## src/rtl/iri_pkg.sv

```systemverilog
// Shared types, constants and codes of the rotated-frame pixel engine.
// Depends on nothing; every other file of the block but iri_ram uses it.
package iri_pkg;

  localparam int MAX_DIM_DEF = 512;
  localparam int PIXEL_BITS  = 8;
  localparam logic [PIXEL_BITS-1:0] BACKGROUND = 8'd255;

  localparam int CFG_IDX_W  = 3;
  localparam int CFG_DATA_W = 16;
  localparam int POS_W      = 9;
  localparam int DIM_CFG_W  = 10;
  localparam int COEF_W     = 16;
  localparam int COORD_W    = 14;   // signed integer part of a source position
  localparam int FRAC_W     = 8;    // fraction bits of a source position
  localparam int A_W        = 26;   // MAC weight operand, signed
  localparam int B_W        = 21;   // MAC data operand, signed
  localparam int R_W        = 20;   // row spline result, signed
  localparam int ACC_W      = 48;   // MAC accumulator, signed

  typedef enum logic [CFG_IDX_W-1:0] {
    CFG_FRAME_WIDTH  = 3'd0,
    CFG_FRAME_HEIGHT = 3'd1,
    CFG_COS_COEF     = 3'd2,
    CFG_SIN_COEF     = 3'd3,
    CFG_CENTRE_X     = 3'd4,
    CFG_CENTRE_Y     = 3'd5,
    CFG_INTERP_MODE  = 3'd6
  } cfg_idx_e;

  typedef enum logic [1:0] {
    MODE_NEAREST    = 2'd0,
    MODE_BILINEAR   = 2'd1,
    MODE_BICUBIC    = 2'd2,
    MODE_BACKGROUND = 2'd3
  } interp_e;

  typedef enum logic [3:0] {
    S_IDLE, S_ROT, S_COORD, S_WGT1, S_WGT2, S_WGT3,
    S_FETCH, S_DRAIN, S_ROW, S_COL, S_DONE
  } state_e;

  typedef enum logic [3:0] {
    OP_NONE, OP_WRITE, OP_LOAD, OP_ROT, OP_COORD, OP_WGT1, OP_WGT2, OP_WGT3,
    OP_FETCH, OP_ROW, OP_COL, OP_FINAL
  } op_e;

  // controller -> datapath
  typedef struct packed {
    op_e        op;
    logic [3:0] idx;    // step, read or term number
    logic       last;   // last term of a spline pass
  } iri_cmd_t;

  // datapath -> controller
  typedef struct packed {
    interp_e mode;
    logic    inb;       // every sampled pixel lies inside the frame
    logic    out_free;  // result register can take a new value
  } iri_sts_t;

endpackage

```

## src/rtl/iri_ctrl.sv

```systemverilog
// Sequencer of the rotated-frame pixel engine: walks one request through
// rotation, weights, window fetch and spline passes. Depends on iri_pkg.
module iri_ctrl (
  input  logic              clk_i,
  input  logic              rst_ni,
  input  logic              in_valid_i,
  input  logic              in_action_i,
  output logic              in_ready_o,
  input  iri_pkg::iri_sts_t sts_i,
  output iri_pkg::iri_cmd_t cmd_o
);
  import iri_pkg::*;

  state_e     state_q, state_d;
  logic [3:0] cnt_q, cnt_d;
  logic [1:0] row_q, row_d;
  logic [3:0] last_read;
  logic [1:0] last_term;

  // per-mode window size
  always_comb begin
    unique case (sts_i.mode)
      MODE_NEAREST:  begin last_read = 4'd0;  last_term = 2'd1; end
      MODE_BILINEAR: begin last_read = 4'd3;  last_term = 2'd1; end
      default:       begin last_read = 4'd15; last_term = 2'd3; end
    endcase
  end

  // state register
  always_ff @(posedge clk_i or negedge rst_ni) begin
    if (!rst_ni) begin
      state_q <= S_IDLE;
      cnt_q   <= '0;
      row_q   <= '0;
    end else begin
      state_q <= state_d;
      cnt_q   <= cnt_d;
      row_q   <= row_d;
    end
  end

  // next state
  always_comb begin
    state_d = state_q;
    cnt_d   = cnt_q;
    row_d   = row_q;
    unique case (state_q)
      S_IDLE: begin
        if (in_valid_i && in_action_i) begin
          state_d = S_ROT;
          cnt_d   = '0;
        end
      end
      S_ROT: begin
        if (cnt_q == 4'd3) state_d = S_COORD;
        else cnt_d = cnt_q + 4'd1;
      end
      S_COORD: state_d = S_WGT1;
      S_WGT1: begin
        if (!sts_i.inb || sts_i.mode == MODE_BACKGROUND) begin
          state_d = S_DONE;
        end else if (sts_i.mode == MODE_NEAREST) begin
          state_d = S_FETCH;
          cnt_d   = '0;
        end else begin
          state_d = S_WGT2;
        end
      end
      S_WGT2: state_d = S_WGT3;
      S_WGT3: begin
        state_d = S_FETCH;
        cnt_d   = '0;
      end
      S_FETCH: begin
        if (cnt_q == last_read) state_d = S_DRAIN;
        else cnt_d = cnt_q + 4'd1;
      end
      S_DRAIN: begin
        if (sts_i.mode == MODE_NEAREST) begin
          state_d = S_DONE;
        end else begin
          state_d = S_ROW;
          cnt_d   = '0;
          row_d   = '0;
        end
      end
      S_ROW: begin
        if (cnt_q[1:0] == last_term) begin
          cnt_d = '0;
          if (row_q == last_term) state_d = S_COL;
          else row_d = row_q + 2'd1;
        end else begin
          cnt_d = cnt_q + 4'd1;
        end
      end
      S_COL: begin
        if (cnt_q[1:0] == last_term) state_d = S_DONE;
        else cnt_d = cnt_q + 4'd1;
      end
      S_DONE: begin
        if (sts_i.out_free) state_d = S_IDLE;
      end
      default: state_d = S_IDLE;
    endcase
  end

  // command outputs
  always_comb begin
    cmd_o.op   = OP_NONE;
    cmd_o.idx  = cnt_q;
    cmd_o.last = 1'b0;
    in_ready_o = 1'b0;
    unique case (state_q)
      S_IDLE: begin
        in_ready_o = 1'b1;
        if (in_valid_i) cmd_o.op = in_action_i ? OP_LOAD : OP_WRITE;
      end
      S_ROT:   cmd_o.op = OP_ROT;
      S_COORD: cmd_o.op = OP_COORD;
      S_WGT1:  cmd_o.op = OP_WGT1;
      S_WGT2:  cmd_o.op = OP_WGT2;
      S_WGT3:  cmd_o.op = OP_WGT3;
      S_FETCH: cmd_o.op = OP_FETCH;
      S_DRAIN: cmd_o.op = OP_NONE;
      S_ROW: begin
        cmd_o.op   = OP_ROW;
        cmd_o.last = (cnt_q[1:0] == last_term);
      end
      S_COL: begin
        cmd_o.op   = OP_COL;
        cmd_o.last = (cnt_q[1:0] == last_term);
      end
      S_DONE: begin
        if (sts_i.out_free) cmd_o.op = OP_FINAL;
      end
      default: cmd_o.op = OP_NONE;
    endcase
  end

  // reads never run past the window of the current mode
  a_fetch_range: assert property (@(posedge clk_i) disable iff (!rst_ni)
    state_q == S_FETCH |-> cnt_q <= last_read)
    else $error("fetch index beyond window");

  // a result load always returns the sequencer to idle
  a_final_idle: assert property (@(posedge clk_i) disable iff (!rst_ni)
    cmd_o.op == OP_FINAL |=> state_q == S_IDLE)
    else $error("sequencer not idle after result load");

  // a request starts the rotation at its first step
  a_load_rot: assert property (@(posedge clk_i) disable iff (!rst_ni)
    cmd_o.op == OP_LOAD |=> (state_q == S_ROT && cnt_q == 4'd0))
    else $error("request did not start rotation");

  // spline passes run only for interpolating modes
  a_row_mode: assert property (@(posedge clk_i) disable iff (!rst_ni)
    state_q == S_ROW |-> (sts_i.mode == MODE_BILINEAR || sts_i.mode == MODE_BICUBIC))
    else $error("spline pass in non-interpolating mode");

endmodule

```

## config.mk

```make
export PLATFORM = sky130hd
export DESIGN_NAME = iri_ctrl
export DESIGN_NICKNAME = d
export VERILOG_FILES = /design/src/rtl/iri_pkg.sv /design/src/rtl/iri_ctrl.sv
export SDC_FILE = /design/constraint.sdc
export NUM_CORES = 1
export LEC_CHECK = 0
export BUFFER_PORTS_ARGS = -buffer_cell sky130_fd_sc_hd__buf_2
export CAP_MARGIN = 25
export CORE_AREA = 2 2 45 47
export DETAILED_ROUTE_END_ITERATION = 7
export DIE_AREA = 0 0 47 49
export PLACE_DENSITY = 0.88
export SLEW_MARGIN = 20
export SYNTH_ARGS = -nofsm -noshare
export SYNTH_HDL_FRONTEND = slang
export SYNTH_SLANG_ARGS = --single-unit
```

## constraint.sdc

```tcl
create_clock -name clk_i -period 5.3 [get_ports clk_i]
set_clock_uncertainty 0.15 [all_clocks]
set_input_delay 0.795 -clock clk_i [delete_from_list [all_inputs] [get_ports clk_i]]
set_output_delay 0.795 -clock clk_i [all_outputs]
set_load 0.02 [all_outputs]
```

=== Word level (Yosys, flattened, before mapping) ===
Index checks and enable logic that the tools add are counted.

* Equal/unequal tests: 30
* Multiplexer cells: 32
* $add $sub $neg: 2
* Reductions and logical operators: 12

{| class="wikitable"
|+ Operator list
! cell !! count
|-
| two-way mux 4 bit || 17
|-
| one-hot mux 4 bit (11 select lines) || 1
|-
| one-hot mux 4 bit (10 select lines) || 1
|-
| one-hot mux 4 bit (8 select lines) || 1
|-
| != test 2 bit (second input constant) || 14
|-
| equality test 4 x 3 -> 1 bit (second input constant) || 4
|-
| two-way mux 2 bit || 8
|-
| equality test 4 x 2 -> 1 bit (second input constant) || 3
|-
| equality test 4 bit (second input constant) || 3
|-
| one-hot mux 4 bit (2 select lines) || 1
|-
| AND reduction 8 bit || 1
|-
| nonzero test 8 bit || 1
|-
| AND reduction 7 bit || 1
|-
| adder 4 x 1 -> 4 bit (second input constant) || 1
|-
| equality test 2 bit || 2
|-
| equality test 4 x 1 -> 1 bit (second input constant) || 1
|-
| equality test 4 bit || 1
|-
| logical NOT 4 bit || 1
|-
| one-hot mux 2 bit (2 select lines) || 1
|-
| AND reduction 4 bit || 1
|-
| OR reduction 2 bit || 2
|-
| adder 2 x 1 -> 2 bit (second input constant) || 1
|-
| equality test 2 x 1 -> 1 bit (second input constant) || 1
|-
| equality test 2 bit (second input constant) || 1
|-
| other kinds (6) || 7
|}

* Output and inout port bits: 10
* Flip-flop bits (word level): 10
* Logic and storage cells: 79

=== Depth between registers and ports, before layout ===
Gate-level depths: netlist of the first run.

* Word-level depth: 7
* Depth in mapped cells: 6
* Depth with buffers taken out: 6

=== Least setup slack after synthesis of the first run ===
No wires, ideal clock.

* Kind: in2out
* From: in sts_i[3] (netlist bit)
* To: out cmd_o[0] (netlist bit)
* Path slack: 2.573 ns
* Stages on the path: 4
* Required time: 4.355 ns
* Arrival time: 1.782 ns
* Buffers on the path: 1
* Cells stage by stage: buf_4 > xnor2_1 > nand2_1 > nor3_1

{| class="wikitable"
|+ RTL lines
! element !! RTL line !! RTL
|-
| start, declared || iri_ctrl.sv:9 || <nowiki>input iri_pkg::iri_sts_t sts_i,</nowiki>
|-
| end, declared || iri_ctrl.sv:10 || <nowiki>output iri_pkg::iri_cmd_t cmd_o</nowiki>
|}

==> impl_metrics.csv, run 1 <==
group,metric,value,unit
outcome,status,"finished clean",
sta,period_minus_slack,2.70,ns
min_path,holdCritPathClass,"in -> async",
drt,drc_errors,0,
floorplan,start_util,0.530,
sta,worst_pin_slew,0.608,ns
setup_path,reg2reg_from,"cnt_q[0]",
yosys,avgSynthCellArea,8.13,um2
drt,dr.pass1.iters,4,
layout,n_antenna_cell,0,
clocking,htree_levels,1,
power,p_per_area,616,nW/um2
setup_path,crit_path_end_kind,"output port",
clocking,ctsHoldBuffers,0,
sta,rsz0062_at_grt,"no",
global_route,grtUsageTotal,0.219,
yosys,ys_seq_area_frac,0.256,
floorplan,die_y,49,um
power,p_leak,0.000460,uW
layout,layout_common_cells,"a21oi_1 (17), buf_2 (17), dfrtp_1 (10)",
layout,area_delta_synth_final,10.9,%
place,dpl.hpwl,1740,um
drt,num_vias,954,
sta,setup_violations,0,
power,swShare,0.521,
clocking,cts_num_sinks,10,
power,p_int,319,uW
global_route,grt_first_pass_wirelength,3770,um
setup_path,rrSetupSlack,2.83,ns
floorplan,dieArea,2300,um2
power,pwr-share-comb,0.602,
setup_path,crit_path_end,"cmd_o[0]",
yosys,synth-seq-cells,10,
sta,slew_viol_final,0,
place,finalWeightedCongestion,0.900,
setup_path,critPathArrivalTime,1.75,ns
floorplan,die_x,47,um
setup_path,criticalPathCategory,"in -> out",
yosys,yosysWarnings,0,
power,p_switching,347,uW
layout,final_nets,142,
clocking,clk_latency,0.25,ns
global_route,grt_max_degree,22,
drt,ant_nets,0,
layout,utilization,0.588,
setup_path,cp.required,4.36,ns
yosys,syn-instance-count,120,
clocking,root_buffer,"clkbuf_4",
drt,wl_per_cell,14.2,um
sta,hold_viol_final,0,
job,drv_cap,0,
power,ir_drop,0.000280,V
yosys,synth.top_cell.area_share,0.256,
drt,drt-vias-per-instance,6.00,
drt,first_iter_violations,21,
power,seq_power_share,0.302,
clocking,clk_pin_slew,0.06,ns
global_route,grt_pass1_vias,936,
clocking,cts_max_path_buffers,2,
floorplan,num_io_pins,18,
place,port_buffers,17,
sta,maxSlewHeadroom,0.595,
yosys,synth_area_leaders,"dfrtp_1 (26%), a21oi_1 (8.7%), o41ai_2 (3.3%)",
yosys,synthesis.area,976,um2
clocking,cts_inserted_buffers,3,
floorplan,row_count,16,
global_route,gr-total-overflow,0,
layout,drive_above_1_share,0.220,
setup_path,reg2reg_depth,6,
yosys,synthArstFlopShare,1.00,
setup_path,cp_max_fo,7,
sta,fin_crit_sh,0.509,
global_route,grt_antenna_before_repair,0,
power,power.total,666,uW
yosys,synth_cell_type_count,45,
setup_path,startpoint,"sts_i[3]",
yosys,synth_ff_type,"dfrtp_1",
drt,drt_wl_total,2250,um
yosys,synth_area_leader_cell,"dfrtp_1",
yosys,syn_nets,129,
setup_path,worstSetupStartpointType,"primary input",
sta,max_clock_freq,0.371,GHz
sta,final.setup.tns,0,ns
clocking,cts_tree,"done",
power,p_clk_frac,0.096,
setup_path,regToRegEndpoint,"cnt_q[1]",
yosys,synth_edf_count,0,
clocking,post_cts_buffers,0,
floorplan,coreArea,1840,um2
clocking,post_cts_resized,0,
cells by family (layout without fill, tap and decap cells):
logic type	Yosys count	after routing	share of synthesized area
simple gates	45	45	0.256
xor+xnor	3	3	0.0269
mux	2	2	0.0231
buf+inv	16	28	0.0769
flops	10	10	0.256
compound gates	43	43	0.347
fa+ha+maj	1	1	0.0128
area by class of cell:
class,instances,area (um2)
clock buffer,4,36.3
sequential,10,250
multi-input combinational,94,651
tap,27,33.8
timing repair buffer,17,85.1
fill,179,759
inverter,7,26.3
per-layer routing:
layer / vias to the layer above / routed length (um) / GRT usage
met5: - / 0 / 0
met4: 0 / 40 / 0.116
met3: 4 / 76 / 0.0333
met2: 23 / 1160 / 0.352
met1: 454 / 976 / 0.270
li1: 473 / - / -
how the worst min path moves through the flow:
stage	from	endpoint	slack, ns	depth (start not counted)
6_report	rst_ni	state_q[3]	0.23	1
4_1_cts	rst_ni	cnt_q[1]	0.23	1
5_1_grt	rst_ni	state_q[3]	0.23	1
3_5_place_dp	row_q[0]	row_q[0]	0.41	1
2_1_floorplan	rst_ni	cnt_q[0]	0.35	0
3_3_place_gp	row_q[0]	row_q[0]	0.38	1
worst max-delay path, stage by stage:
cell and delay [ns]:
buf_2 0.16, xnor2_1 0.32, nand2_1 0.14, nor3_1 0.14, buf_2 0.19
synth_stat cells, drive strengths merged, types with 2 or more instances:
library cell and count:
dfrtp 10, mux2 2, and2 2, nor2 8, buf 7, nand2 8
a31oi 3, o22ai 3, clkbuf 2, xnor2 3, nor3 5, or3 4
nand4 2, o41ai 5, and3 3, inv 7, o21ai 4, nand3 4
a21oi 17, nor2b 3
power groups by stage:
stage	clock network [uW]	registers [uW]	logic (uW)
finish	64.1	201	401
detailed placement	0	200	399
CTS	67.2	198	401
global route	71.6	211	441
global placement	0	195	386
floorplan	0	135	379
per-stage QoR:
step	hold slack (ns)	instance area, um2	std cells	worst slack (ns)
after global placement	0.380	1050	155	2.64
final	0.234	1080	159	2.60
after floorplan	0.349	976	120	2.57
after detailed placement	0.407	1050	155	2.62
after global routing	0.234	1080	159	2.50
after CTS	0.231	1080	159	2.61
state kept, by name (all words and copies together), names as in the netlist:
name,flops
row_q,2
state_q,4
cnt_q,4
(Power assumes the default switching activity.)
==> run 2: changes to the inputs <==
- CORE_AREA: 2 2 45 47 -> 2 2 46 48
- DIE_AREA: 0 0 47 49 -> 0 0 48 50
- PLACE_DENSITY: 0.88 -> 0.85
- clock period: 5.3 -> 2.8 ns (I/O delays scaled with it)
==> impl_metrics.csv, run 2 (synthesized netlist as in run 1, its figures left out) <==
group,metric,value,unit
setup_path,startpoint,"cnt_q[0]",
global_route,grt_max_degree,22,
power,p_leak,0.000461,uW
setup_path,criticalPathCategory,"reg -> reg",
setup_path,reg2reg_from,"cnt_q[0]",
floorplan,dieArea,2400,um2
clocking,cts_max_path_buffers,2,
outcome,status,"finished clean",
clocking,cts_tree,"done",
power,ir_drop,0.000494,V
sta,maxSlewHeadroom,0.612,
setup_path,cp.required,2.78,ns
layout,drive_above_1_share,0.218,
sta,max_clock_freq,0.412,GHz
job,drv_cap,0,
floorplan,row_count,16,
drt,wl_met2,1030,um
sta,rsz0062_at_grt,"no",
clocking,cts_num_sinks,10,
power,power.total,1240,uW
layout,area_delta_synth_final,11.3,%
place,dpl.hpwl,1670,um
layout,layout_common_cells,"a21oi_1 (17), buf_2 (17), dfrtp_1 (10)",
clocking,post_cts_buffers,0,
sta,fin_crit_sh,0.866,
sta,slew_viol_final,0,
layout,regArea,250,um2
sta,hold_viol_final,0,
setup_path,rrSetupSlack,0.38,ns
floorplan,num_io_pins,18,
setup_path,crit_path_end_kind,"flip-flop",
sta,final.setup.tns,0,ns
setup_path,regToRegEndpoint,"cnt_q[0]",
setup_path,worstSetupStartpointType,"flip-flop",
global_route,gr-total-overflow,0,
floorplan,start_util,0.513,
sta,setup_violations,0,
global_route,grt_first_pass_wirelength,3590,um
global_route,grt_antenna_before_repair,0,
layout,final_nets,144,
floorplan,die_x,48,um
drt,drt-vias-per-instance,5.88,
floorplan,die_y,50,um
power,p_per_area,1140,nW/um2
drt,wl_per_cell,13.6,um
place,port_buffers,17,
drt,ant_nets,0,
place,place_area,1050,um2
layout,finalInstanceArea,1090,um2
clocking,clk_pin_slew,0.06,ns
floorplan,coreArea,1900,um2
drt,routed.top_layer,"met4",
setup_path,reg2reg_depth,6,
drt,drt_wl_total,2170,um
setup_path,critPathArrivalTime,2.41,ns
layout,nFillCells,181,
global_route,grtUsageTotal,0.206,
drt,num_vias,940,
min_path,holdCritPathClass,"in -> async",
clocking,clk_latency,0.25,ns
drt,drt-met1-wl,980,um
place,finalWeightedCongestion,0.923,
drt,drc_errors,0,
drt,first_iter_violations,35,
sta,period_minus_slack,2.42,ns
layout,multiInputGateArea,651,um2
clocking,htree_levels,1,
global_route,grt_pass1_vias,829,
clocking,root_buffer,"clkbuf_4",
layout,n_antenna_cell,0,
sta,worst_pin_slew,0.583,ns
setup_path,cp_max_fo,12,
clocking,cts_inserted_buffers,3,
layout,top_regs,"cnt_q x4, state_q x4, row_q x2",
drt,dr.pass1.iters,4,
drt,wl_met3,114,um
## run 2: power breakdown
group	internal (uW)	switching [uW]
Combinational	337	451
Sequential	199	159
Clock	49.2	41.7
Total	586	652
## run 2: final cells by class
cell class / instances / area share
multi-input cells: 94 / 0.599
flip-flops and latches: 10 / 0.230
repair buffers: 19 / 0.0945
well taps: 27 / 0.0311
inverters: 7 / 0.0242
clock buffers: 3 / 0.0207
## run 2: worst max-delay path, stage by stage (launching register included)
cell and delay (ns):
dfrtp_1 0.53, ha_1 0.24, or3b_1 0.37, nor2b_1 0.16, o41ai_4 0.39, nor3_2 0.12, mux2_1 0.33
## run 2: worst max-delay path by stage
stage	cells after the start	end	slack (ns)
after floorplan	6	cnt_q[0]	0.50
after global placement	6	cnt_q[0]	0.49
after detailed placement	6	cnt_q[0]	0.40
after CTS	6	cnt_q[0]	0.39
after global routing	6	cnt_q[0]	0.26
final	6	cnt_q[0]	0.38
## run 2: what timing repair did
item                                    CTS  global route
resized for setup                         0             0
endpoints found under the setup margin    0             0
hold buffers                              1             0
hold endpoints to repair                 10             0
## run 2: per-stage QoR
| step | worst slack (ns) | cells | hold WS [ns] | util |
|---|---|---|---|---|
| after floorplan | 0.500 | 120 | -0.0256 | - |
| after global placement | 0.492 | 156 | 0.131 | 0.554 |
| after detailed placement | 0.398 | 156 | 0.137 | 0.554 |
| after CTS | 0.389 | 160 | 0.392 | 0.571 |
| after global routing | 0.258 | 160 | 0.397 | 0.571 |
| final | 0.375 | 160 | 0.396 | 0.571 |
## run 2: per-layer routing
layer	track usage	vias up
met5	0	-
met4	0.108	0
met3	0.0293	6
met2	0.311	39
met1	0.276	420
li1	-	475
